===== src/hw/rtl/lgr_pkg.sv =====
`timescale 1ns / 1ps
// ----------------------------------------------------------------------------
// lgr_pkg
// Shared types and constants for the Life generation row unit.
// ----------------------------------------------------------------------------
package lgr_pkg;

  localparam int ROW_WIDTH   = 64;
  localparam int INDEX_WIDTH = 6;
  localparam int HEIGHT_WIDTH = 7;
  localparam int COUNT_WIDTH = 4;

  localparam int MAX_RESULTS = 3;
  localparam int QUEUE_DEPTH = 4;
  localparam int PUSH_WIDTH  = 2;
  localparam int FILL_WIDTH  = 3;

  localparam int APB_ADDR_WIDTH = 3;
  localparam int APB_DATA_WIDTH = 32;

  localparam logic [COUNT_WIDTH-1:0] BIRTH_COUNT   = 4'd3;
  localparam logic [COUNT_WIDTH-1:0] SURVIVE_COUNT = 4'd2;

  localparam logic [HEIGHT_WIDTH-1:0] MIN_HEIGHT   = 7'd3;
  localparam logic [HEIGHT_WIDTH-1:0] RESET_HEIGHT = 7'd60;

  typedef enum logic {
    REG_ROWS_IN_USE = 1'b0,
    REG_NONE        = 1'b1
  } reg_sel_t;

  typedef struct packed {
    logic [INDEX_WIDTH-1:0] row_index;
    logic [ROW_WIDTH-1:0]   next_cells;
    logic                   frame_done;
  } result_t;

  typedef struct packed {
    logic [PUSH_WIDTH-1:0] push_count;
    logic                  room;
  } queue_ctrl_t;

endpackage


===== src/hw/rtl/lgr_stream_if.sv =====
`timescale 1ns / 1ps
// ----------------------------------------------------------------------------
// lgr_stream_if
// Valid/ready channels for input rows and result rows.
// ----------------------------------------------------------------------------
interface lgr_row_if;
  logic        valid;
  logic        ready;
  logic [63:0] row_cells;

  modport source (output valid, output row_cells, input ready);
  modport sink (input valid, input row_cells, output ready);
endinterface

interface lgr_result_if;
  logic        valid;
  logic        ready;
  logic [5:0]  row_index;
  logic [63:0] next_cells;
  logic        frame_done;

  modport source (output valid, output row_index, output next_cells, output frame_done,
                  input ready);
  modport sink (input valid, input row_index, input next_cells, input frame_done,
                output ready);
endinterface


===== src/hw/rtl/lgr_cell.sv =====
`timescale 1ns / 1ps
// ----------------------------------------------------------------------------
// lgr_cell
// One cell lane: counts eight neighbours and applies rule B3/S23.
// ----------------------------------------------------------------------------
module lgr_cell
  import lgr_pkg::*;
(
  input  logic [2:0] above,
  input  logic [2:0] mid,
  input  logic [2:0] below,
  output logic       next_state
);

  logic [COUNT_WIDTH-1:0] neighbours;

  assign neighbours = COUNT_WIDTH'(above[0]) + COUNT_WIDTH'(above[1])
                    + COUNT_WIDTH'(above[2]) + COUNT_WIDTH'(mid[0])
                    + COUNT_WIDTH'(mid[2]) + COUNT_WIDTH'(below[0])
                    + COUNT_WIDTH'(below[1]) + COUNT_WIDTH'(below[2]);

  assign next_state = (neighbours == BIRTH_COUNT)
                    || (mid[1] && (neighbours == SURVIVE_COUNT));

endmodule


===== src/hw/rtl/lgr_row_evolve.sv =====
`timescale 1ns / 1ps
// ----------------------------------------------------------------------------
// lgr_row_evolve
// One cell lane per column, with column wrap, merged into the next row word.
// ----------------------------------------------------------------------------
module lgr_row_evolve
  import lgr_pkg::*;
#(
  parameter int ROW_CELLS = 64
) (
  input  logic [ROW_WIDTH-1:0] above,
  input  logic [ROW_WIDTH-1:0] mid,
  input  logic [ROW_WIDTH-1:0] below,
  output logic [ROW_WIDTH-1:0] next_row
);

  genvar x;
  generate
    for (x = 0; x < ROW_CELLS; x++) begin : g_lane
      localparam int W = (x == 0) ? ROW_CELLS - 1 : x - 1;
      localparam int E = (x == ROW_CELLS - 1) ? 0 : x + 1;
      lgr_cell u_cell (
        .above      ({above[E], above[x], above[W]}),
        .mid        ({mid[E], mid[x], mid[W]}),
        .below      ({below[E], below[x], below[W]}),
        .next_state (next_row[x])
      );
    end
    for (x = ROW_CELLS; x < ROW_WIDTH; x++) begin : g_unused
      assign next_row[x] = 1'b0;
    end
  endgenerate

endmodule


===== src/hw/rtl/lgr_result_queue.sv =====
`timescale 1ns / 1ps
// ----------------------------------------------------------------------------
// lgr_result_queue
// Shifting result queue that takes up to three results at once and
// delivers one beat per cycle from its head while results.ready is high.
// ----------------------------------------------------------------------------
module lgr_result_queue
  import lgr_pkg::*;
(
  input  logic                clk,
  input  logic                rst,
  input  queue_ctrl_t         ctrl_in,
  output logic                room,
  input  result_t             push_data [MAX_RESULTS],
  lgr_result_if.source        results
);

  result_t               entry      [QUEUE_DEPTH];
  result_t               entry_next [QUEUE_DEPTH];
  logic [FILL_WIDTH-1:0] count;
  logic [FILL_WIDTH-1:0] count_next;
  logic [FILL_WIDTH-1:0] base;
  logic [FILL_WIDTH-1:0] slot;
  logic                  pop;

  assign pop  = (count != '0) && results.ready;
  assign base = count - FILL_WIDTH'(pop);
  assign room = count <= FILL_WIDTH'(QUEUE_DEPTH - MAX_RESULTS);
  assign count_next = base + FILL_WIDTH'(ctrl_in.push_count);

  always_comb begin
    entry_next = entry;
    slot = '0;
    for (int i = 0; i < QUEUE_DEPTH; i++) begin
      slot = FILL_WIDTH'(i) - base;
      if (FILL_WIDTH'(i) < base) begin
        if (pop) begin
          entry_next[i] = entry[(i == QUEUE_DEPTH - 1) ? i : i + 1];
        end
      end else if (slot < FILL_WIDTH'(ctrl_in.push_count)) begin
        entry_next[i] = push_data[slot[PUSH_WIDTH-1:0]];
      end
    end
  end

  always_ff @(posedge clk) begin
    if (rst) begin
      count <= '0;
    end else begin
      count <= count_next;
    end
    entry <= entry_next;
  end

  assign results.valid      = count != '0;
  assign results.row_index  = entry[0].row_index;
  assign results.next_cells = entry[0].next_cells;
  assign results.frame_done = entry[0].frame_done;

  a_no_overflow: assert property (@(posedge clk) disable iff (rst)
    count <= FILL_WIDTH'(QUEUE_DEPTH))
    else $error("result queue overfilled");

  a_push_has_room: assert property (@(posedge clk) disable iff (rst)
    (ctrl_in.push_count != '0) |-> ctrl_in.room)
    else $error("results pushed without room");

  a_fill_tracks: assert property (@(posedge clk) disable iff (rst)
    1'b1 |=> count == $past(count) - FILL_WIDTH'($past(pop))
                      + FILL_WIDTH'($past(ctrl_in.push_count)))
    else $error("queue fill count drifted");

endmodule


===== src/hw/rtl/life_generation_rows_unit.sv =====
`timescale 1ns / 1ps
// ----------------------------------------------------------------------------
// life_generation_rows_unit
// Advances a toroidal Life grid one generation (B3/S23), one row per beat.
//
//   channel   direction  handshake        payload
//   rows      in         valid/ready      row_cells[63:0]
//   results   out        valid/ready      row_index[5:0], next_cells[63:0],
//                                          frame_done
//   apb       in         psel/penable     rows_in_use at byte address 0
//
// A row is taken only while the output queue has room, and its results enter
// that queue at the clock edge that takes the row; the queue delivers one result
// beat per cycle while results.ready is high. Rows stream at one per cycle while
// results drain, until the last row of a frame, whose three results stall the input.
// Reset is synchronous and clears the row history and frame position.
// Input stalls whenever the output queue cannot hold three more results.
// ----------------------------------------------------------------------------
module life_generation_rows_unit
  import lgr_pkg::*;
#(
  parameter int ROW_CELLS = 64,
  parameter int MAX_ROWS  = 64
) (
  input  logic                      clk,
  input  logic                      rst,
  lgr_row_if.sink                   rows,
  lgr_result_if.source              results,
  input  logic                      psel,
  input  logic                      penable,
  input  logic                      pwrite,
  input  logic [APB_ADDR_WIDTH-1:0] paddr,
  input  logic [APB_DATA_WIDTH-1:0] pwdata,
  output logic [APB_DATA_WIDTH-1:0] prdata,
  output logic                      pready
);

  localparam logic [ROW_WIDTH-1:0] COL_MASK = {ROW_WIDTH{1'b1}} >> (ROW_WIDTH - ROW_CELLS);
  localparam logic [HEIGHT_WIDTH-1:0] MAX_HEIGHT = HEIGHT_WIDTH'(MAX_ROWS);

  logic [HEIGHT_WIDTH-1:0] rows_in_use;
  logic [ROW_WIDTH-1:0]    first_row;
  logic [ROW_WIDTH-1:0]    second_row;
  logic [ROW_WIDTH-1:0]    older_row;
  logic [ROW_WIDTH-1:0]    newer_row;
  logic [INDEX_WIDTH-1:0]  rows_seen;

  logic [ROW_WIDTH-1:0]    row;
  logic [HEIGHT_WIDTH-1:0] height;
  logic                    accept;
  logic                    last_row;
  logic                    emits;
  logic                    room;
  reg_sel_t                reg_sel;
  queue_ctrl_t             queue_ctrl;
  result_t                 push_data [MAX_RESULTS];
  logic [ROW_WIDTH-1:0]    mid_next;
  logic [ROW_WIDTH-1:0]    last_next;
  logic [ROW_WIDTH-1:0]    top_next;

  assign pready  = 1'b1;
  assign reg_sel = reg_sel_t'(paddr[APB_ADDR_WIDTH-1]);
  assign prdata  = (reg_sel == REG_ROWS_IN_USE)
                 ? {{(APB_DATA_WIDTH - HEIGHT_WIDTH){1'b0}}, rows_in_use} : '0;

  assign row = rows.row_cells & COL_MASK;

  always_comb begin
    if (rows_in_use < MIN_HEIGHT) begin
      height = MIN_HEIGHT;
    end else if (rows_in_use > MAX_HEIGHT) begin
      height = MAX_HEIGHT;
    end else begin
      height = rows_in_use;
    end
  end

  assign emits    = rows_seen >= INDEX_WIDTH'(2);
  assign last_row = emits && ({1'b0, rows_seen} >= height - HEIGHT_WIDTH'(1));

  assign rows.ready = room;
  assign accept     = rows.valid && room;

  always_comb begin
    queue_ctrl.room = room;
    if (!accept || !emits) begin
      queue_ctrl.push_count = '0;
    end else if (last_row) begin
      queue_ctrl.push_count = PUSH_WIDTH'(MAX_RESULTS);
    end else begin
      queue_ctrl.push_count = PUSH_WIDTH'(1);
    end
  end

  lgr_row_evolve #(.ROW_CELLS(ROW_CELLS)) u_evolve_mid (
    .above (older_row), .mid (newer_row), .below (row), .next_row (mid_next)
  );

  lgr_row_evolve #(.ROW_CELLS(ROW_CELLS)) u_evolve_last (
    .above (newer_row), .mid (row), .below (first_row), .next_row (last_next)
  );

  lgr_row_evolve #(.ROW_CELLS(ROW_CELLS)) u_evolve_top (
    .above (row), .mid (first_row), .below (second_row), .next_row (top_next)
  );

  assign push_data[0] = '{row_index: rows_seen - INDEX_WIDTH'(1),
                          next_cells: mid_next, frame_done: 1'b0};
  assign push_data[1] = '{row_index: rows_seen, next_cells: last_next, frame_done: 1'b0};
  assign push_data[2] = '{row_index: '0, next_cells: top_next, frame_done: 1'b1};

  lgr_result_queue u_queue (
    .clk       (clk),
    .rst       (rst),
    .ctrl_in   (queue_ctrl),
    .room      (room),
    .push_data (push_data),
    .results   (results)
  );

  always_ff @(posedge clk) begin
    if (rst) begin
      rows_in_use <= RESET_HEIGHT;
      first_row   <= '0;
      second_row  <= '0;
      older_row   <= '0;
      newer_row   <= '0;
      rows_seen   <= '0;
    end else begin
      if (psel && penable && pwrite && reg_sel == REG_ROWS_IN_USE) begin
        rows_in_use <= pwdata[HEIGHT_WIDTH-1:0];
      end
      if (accept) begin
        if (rows_seen == INDEX_WIDTH'(0)) begin
          first_row <= row;
        end
        if (rows_seen == INDEX_WIDTH'(1)) begin
          second_row <= row;
        end
        older_row <= newer_row;
        newer_row <= row;
        rows_seen <= last_row ? '0 : rows_seen + INDEX_WIDTH'(1);
      end
    end
  end

  a_frame_wraps: assert property (@(posedge clk) disable iff (rst)
    (accept && last_row) |=> rows_seen == '0)
    else $error("frame position did not wrap after the last row");

  a_row_advances: assert property (@(posedge clk) disable iff (rst)
    (accept && !last_row) |=> rows_seen == $past(rows_seen) + INDEX_WIDTH'(1))
    else $error("frame position did not advance");

  a_done_on_row_zero: assert property (@(posedge clk) disable iff (rst)
    (results.valid && results.frame_done) |-> results.row_index == '0)
    else $error("frame end flagged on a row other than row zero");

endmodule

===== src/flat_wrapper.sv =====
// flat-port wrapper written by rule: the top's interface ports become plain ports
module life_generation_rows_unit_flat import lgr_pkg::*;
#(
  parameter int ROW_CELLS = 64,
  parameter int MAX_ROWS  = 64
)
  (clk, rst, psel, penable, pwrite, paddr, pwdata, prdata, pready, rows_valid, rows_row_cells, rows_ready, results_valid, results_row_index, results_next_cells, results_frame_done, results_ready);
  lgr_row_if rows_i ();
  lgr_result_if results_i ();
  input  logic clk;
  input  logic rst;
  input  logic psel;
  input  logic penable;
  input  logic pwrite;
  input  logic [APB_ADDR_WIDTH-1:0] paddr;
  input  logic [APB_DATA_WIDTH-1:0] pwdata;
  output logic [APB_DATA_WIDTH-1:0] prdata;
  output logic pready;
  input wire logic [$bits(rows_i.valid)-1:0] rows_valid;
  input wire logic [$bits(rows_i.row_cells)-1:0] rows_row_cells;
  output wire logic [$bits(rows_i.ready)-1:0] rows_ready;
  output wire logic [$bits(results_i.valid)-1:0] results_valid;
  output wire logic [$bits(results_i.row_index)-1:0] results_row_index;
  output wire logic [$bits(results_i.next_cells)-1:0] results_next_cells;
  output wire logic [$bits(results_i.frame_done)-1:0] results_frame_done;
  input wire logic [$bits(results_i.ready)-1:0] results_ready;
  assign rows_i.valid = rows_valid;
  assign rows_i.row_cells = rows_row_cells;
  assign rows_ready = rows_i.ready;
  assign results_valid = results_i.valid;
  assign results_row_index = results_i.row_index;
  assign results_next_cells = results_i.next_cells;
  assign results_frame_done = results_i.frame_done;
  assign results_i.ready = results_ready;
  life_generation_rows_unit #(.ROW_CELLS(ROW_CELLS), .MAX_ROWS(MAX_ROWS)) u_core (.clk(clk), .rst(rst), .rows(rows_i), .results(results_i), .psel(psel), .penable(penable), .pwrite(pwrite), .paddr(paddr), .pwdata(pwdata), .prdata(prdata), .pready(pready));
endmodule

===== config.mk =====
export PLATFORM = sky130hd
export DESIGN_NAME = life_generation_rows_unit_flat
export DESIGN_NICKNAME = d
export VERILOG_FILES = /design/src/hw/rtl/lgr_pkg.sv /design/src/hw/rtl/lgr_stream_if.sv /design/src/hw/rtl/lgr_cell.sv /design/src/hw/rtl/lgr_row_evolve.sv /design/src/hw/rtl/lgr_result_queue.sv /design/src/hw/rtl/life_generation_rows_unit.sv /design/src/flat_wrapper.sv
export SDC_FILE = /design/constraint.sdc
export NUM_CORES = 2
export LEC_CHECK = 0
export BUFFER_PORTS_ARGS = -buffer_cell sky130_fd_sc_hd__clkbuf_2
export CORE_AREA = 3 3 343 345
export DETAILED_ROUTE_END_ITERATION = 12
export DIE_AREA = 0 0 346 348
export PLACE_DENSITY = 0.65
export SYNTH_ARGS = -nofsm -noshare
export SYNTH_HDL_FRONTEND = slang
export SYNTH_HIERARCHICAL = 1
export SYNTH_SLANG_ARGS = --single-unit

===== constraint.sdc =====
create_clock -name clk -period 16.1 [get_ports clk]
set_input_delay 3.22 -clock clk [delete_from_list [all_inputs] [get_ports clk]]
set_output_delay 3.22 -clock clk [all_outputs]
set_load 0.02 [all_outputs]

==> impl_metrics.json <==
{
  "yosysUniqueCellTypes": 55,
  "htreeDepth": 3,
  "syn_inst": 5388,
  "die_h_microns": 348,
  "path_clk_slew_ns": 0.06,
  "dr.first_iter.drc_count": 2202,
  "wl_per_cell_microns": 20.0,
  "hold_viol": 0,
  "synth_edf_count": 284,
  "holdCritPathClass": "flop to flop",
  "synth_top_family_by_area": "adder cells",
  "cts_made_buffers": 75,
  "synth_xor_area_share_pct": 0.107,
  "port_buffers": 158,
  "wirelength_microns": 139000,
  "synth.top_cells.by_area": "fa_1 (27%), edfxtp_1 (15%), ha_1 (13%)",
  "worstPathCellList": "clkbuf_2, o31a_1, ha_4, buf_4, clkinv_2, ha_4, ha_1, a21oi_1, mux2_4, buf_4",
  "ir_drop_v": 0.000312,
  "grt-ovfl-total": 0,
  "post_cts_resized": 0,
  "synth.most_common_cell": "fa_1",
  "synth_largest_area_cell": "fa_1",
  "rsz0062_at_grt": "no",
  "muxShareOfSynthArea_pct": 5.55,
  "num-fill-cells": 10031,
  "cap_violations": 0,
  "critPathKind": "primary input to flop",
  "place_congestion": 0.810,
  "cts_buffer_depth": 3,
  "routed-via-count": 39298,
  "fin_crit_ns": 7.99,
  "synthAdderAreaFrac_pct": 39.8,
  "slowest_stage": "ha_4",
  "design.core.area_sq_mm": 0.115,
  "outcome": "completed",
  "final_nets": 6861,
  "slew_headroom_pct": 20.5,
  "yosysSeqAreaShare_pct": 24.4,
  "tightest_slew_ns": 1.19,
  "cts-root-buf": "clkbuf_16",
  "synth_common_cells": "fa_1 (769), a21oi_1 (664), ha_1 (596)",
  "antenna_found_initial": 5,
  "critical_path_required_ns": 16.34,
  "yosys_register_bits": 556,
  "initial_utilization_pct": 50.1,
  "ctsHoldBuffers": 0,
  "drc": 0,
  "area_delta_synth_final_pct": 6.77,
  "drive_gt1_share_pct": 11.8,
  "yosysTopAreaCellShare_pct": 26.8,
  "die_w_microns": 346,
  "max_stage_delay_ns": 0.94,
  "die-area_sq_mm": 0.120,
  "cts.sinks": 556,
  "skew_ns": 0.0226,
  "startpoint_type": "primary input",
  "finalCritPeriodShare_pct": 49.6,
  "reg2reg_slack_ns": 10.34,
  "setup_ws_ns": 8.11,
  "total_leakage_power_nw": 26.3,
  "synth-main-ff-cell": "edfxtp_1",
  "crit_fanout": 54,
  "cp.arrival_ns": 8.23,
  "p_per_area_mw_per_mm2": 196,
  "synthSimpleGateAreaFrac_pct": 10.1,
  "dp_slack_ns": 7.48,
  "slew_viol_final": 0,
  "synth_area_per_cell_sq_um": 10.6,
  "synth_warnings": 6,
  "grt_pass1_wl_microns": 228000,
  "drtAntennaViolNets": 0,
  "grt_max_degree": 148,
  "dp_hpwl_microns": 95300,
  "synth_area_sq_mm": 0.0574,
  "vias_per_cell": 5.64,
  "synth-compound-area-share_pct": 13.2,
  "cts_tree": "done",
  "finalSetupTns_ns": 0,
  "grtUsageTotal_pct": 23.5,
  "fmax_mhz": 125,
  "utilization_pct": 53.5,
  "post_cts_buffers": 0,
  "setup_viol": 0,
  "synthArstFlopShare_pct": 0,
  "ioPinCount": 212,
  "dr.pass1.iters": 6,
  "whs_ns": 0.523,
  "cp-end-kind": "flop",
  "grt_pass1_vias": 41766,
  "fp-row-count": 124,
  "clk_latency_ns": 0.63
}
==> cells by family after synthesis <==
family | count (synthesis)
adder cells (fa/ha/maj) | 1365
AND/OR/NAND/NOR | 1181
AO/OA/AOI/OAI | 1091
buffers and inverters | 897
flip-flops | 556
multiplexers | 289
XOR/XNOR | 7
other | 2
==> final cells by class <==
cell class	instances	area, sq um	share of cell area, %
diodes	2	5.00	0.00817
clock buffers	108	2130	3.49
clock inverters	27	264	0.431
inverters	593	2230	3.64
multi-input cells	3979	39700	64.9
flip-flops and latches	556	14000	22.8
well taps	1512	1890	3.09
repair buffers	185	1020	1.66
==> report_power, final <==
| part | internal, mW | switching [mW] | total, mW | leakage, nW |
|---|---|---|---|---|
| Clock | 0.998 | 0.666 | 1.66 | 1.18 |
| Sequential | 2.43 | 0.408 | 2.83 | 4.89 |
| Combinational | 2.97 | 4.51 | 7.48 | 20.2 |
| Total | 6.40 | 5.59 | 12.0 | 26.3 |
==> registers in the layout, indices dropped and copies added, names as in the netlist <==
| name | flops |
|---|---|
| u_core/first_row | 64 |
| u_core/newer_row | 64 |
| u_core/older_row | 64 |
| u_core/rows_in_use | 7 |
| u_core/rows_seen | 6 |
| u_core/second_row | 64 |
| u_core/u_queue/count | 3 |
| u_core/u_queue/entry | 213 |
| u_core/u_queue/results.frame_done | 1 |
| u_core/u_queue/results.next_cells | 64 |
| u_core/u_queue/results.row_index | 6 |
==> critical path, delay by kind of cell <==
family | cells | cell delay (ns)
buffers and inverters | 4 | 2.12
AOI/OAI and AO/OA | 2 | 0.35
adders and majority gates | 3 | 1.99
muxes | 1 | 0.48
==> cell usage in the layout, fill, tap and decap left out, drive strengths merged, types with 7 or more instances in the layout <==
master   netlist  layout
fa           769     769
nand3         14      14
nor2b         12      12
conb           2      46
a211oi       192     192
a31oi         75      75
nand2b       192     192
nor2         216     216
edfxtp       284     284
o21ai         11      11
a21oi        664     664
mux2i        152     152
nand2        538     538
mux2         137     137
inv          593     593
ha           596     596
o2bb2ai        7       7
a22o         128     128
dfxtp        272     272
clkinv         0      22
clkbuf        94     265
buf          210      28
nand3b       191     191
==> per-stage QoR <==
step                      cells  instance area (sq um)  total power, mW
final                      6962                  61200             12.0
after global placement     6825                  58800             10.1
after detailed placement   6825                  58800             10.3
after CTS                  6960                  61200             12.1
after global routing       6961                  61200             13.0
after floorplan            5432                  57500             8.38
==> final timing paths <==
check,start,to,cells past startpoint
max,results_ready,u_core/u_queue/results.next_cells[51],10
max reg2reg,u_core/u_queue/count[1],u_core/u_queue/results.next_cells[51],9
min,u_core/older_row[0],u_core/older_row[0],2
min reg2reg,u_core/older_row[0],u_core/older_row[0],2
==> layer usage <==
layer / global-route usage (%) / wire length [microns]
met2: 39.2 / 65900
met1: 32.3 / 62400
met3: 4.21 / 7790
met4: 5.22 / 2810
met5: 0 / 0
(Power assumes the default switching activity.)
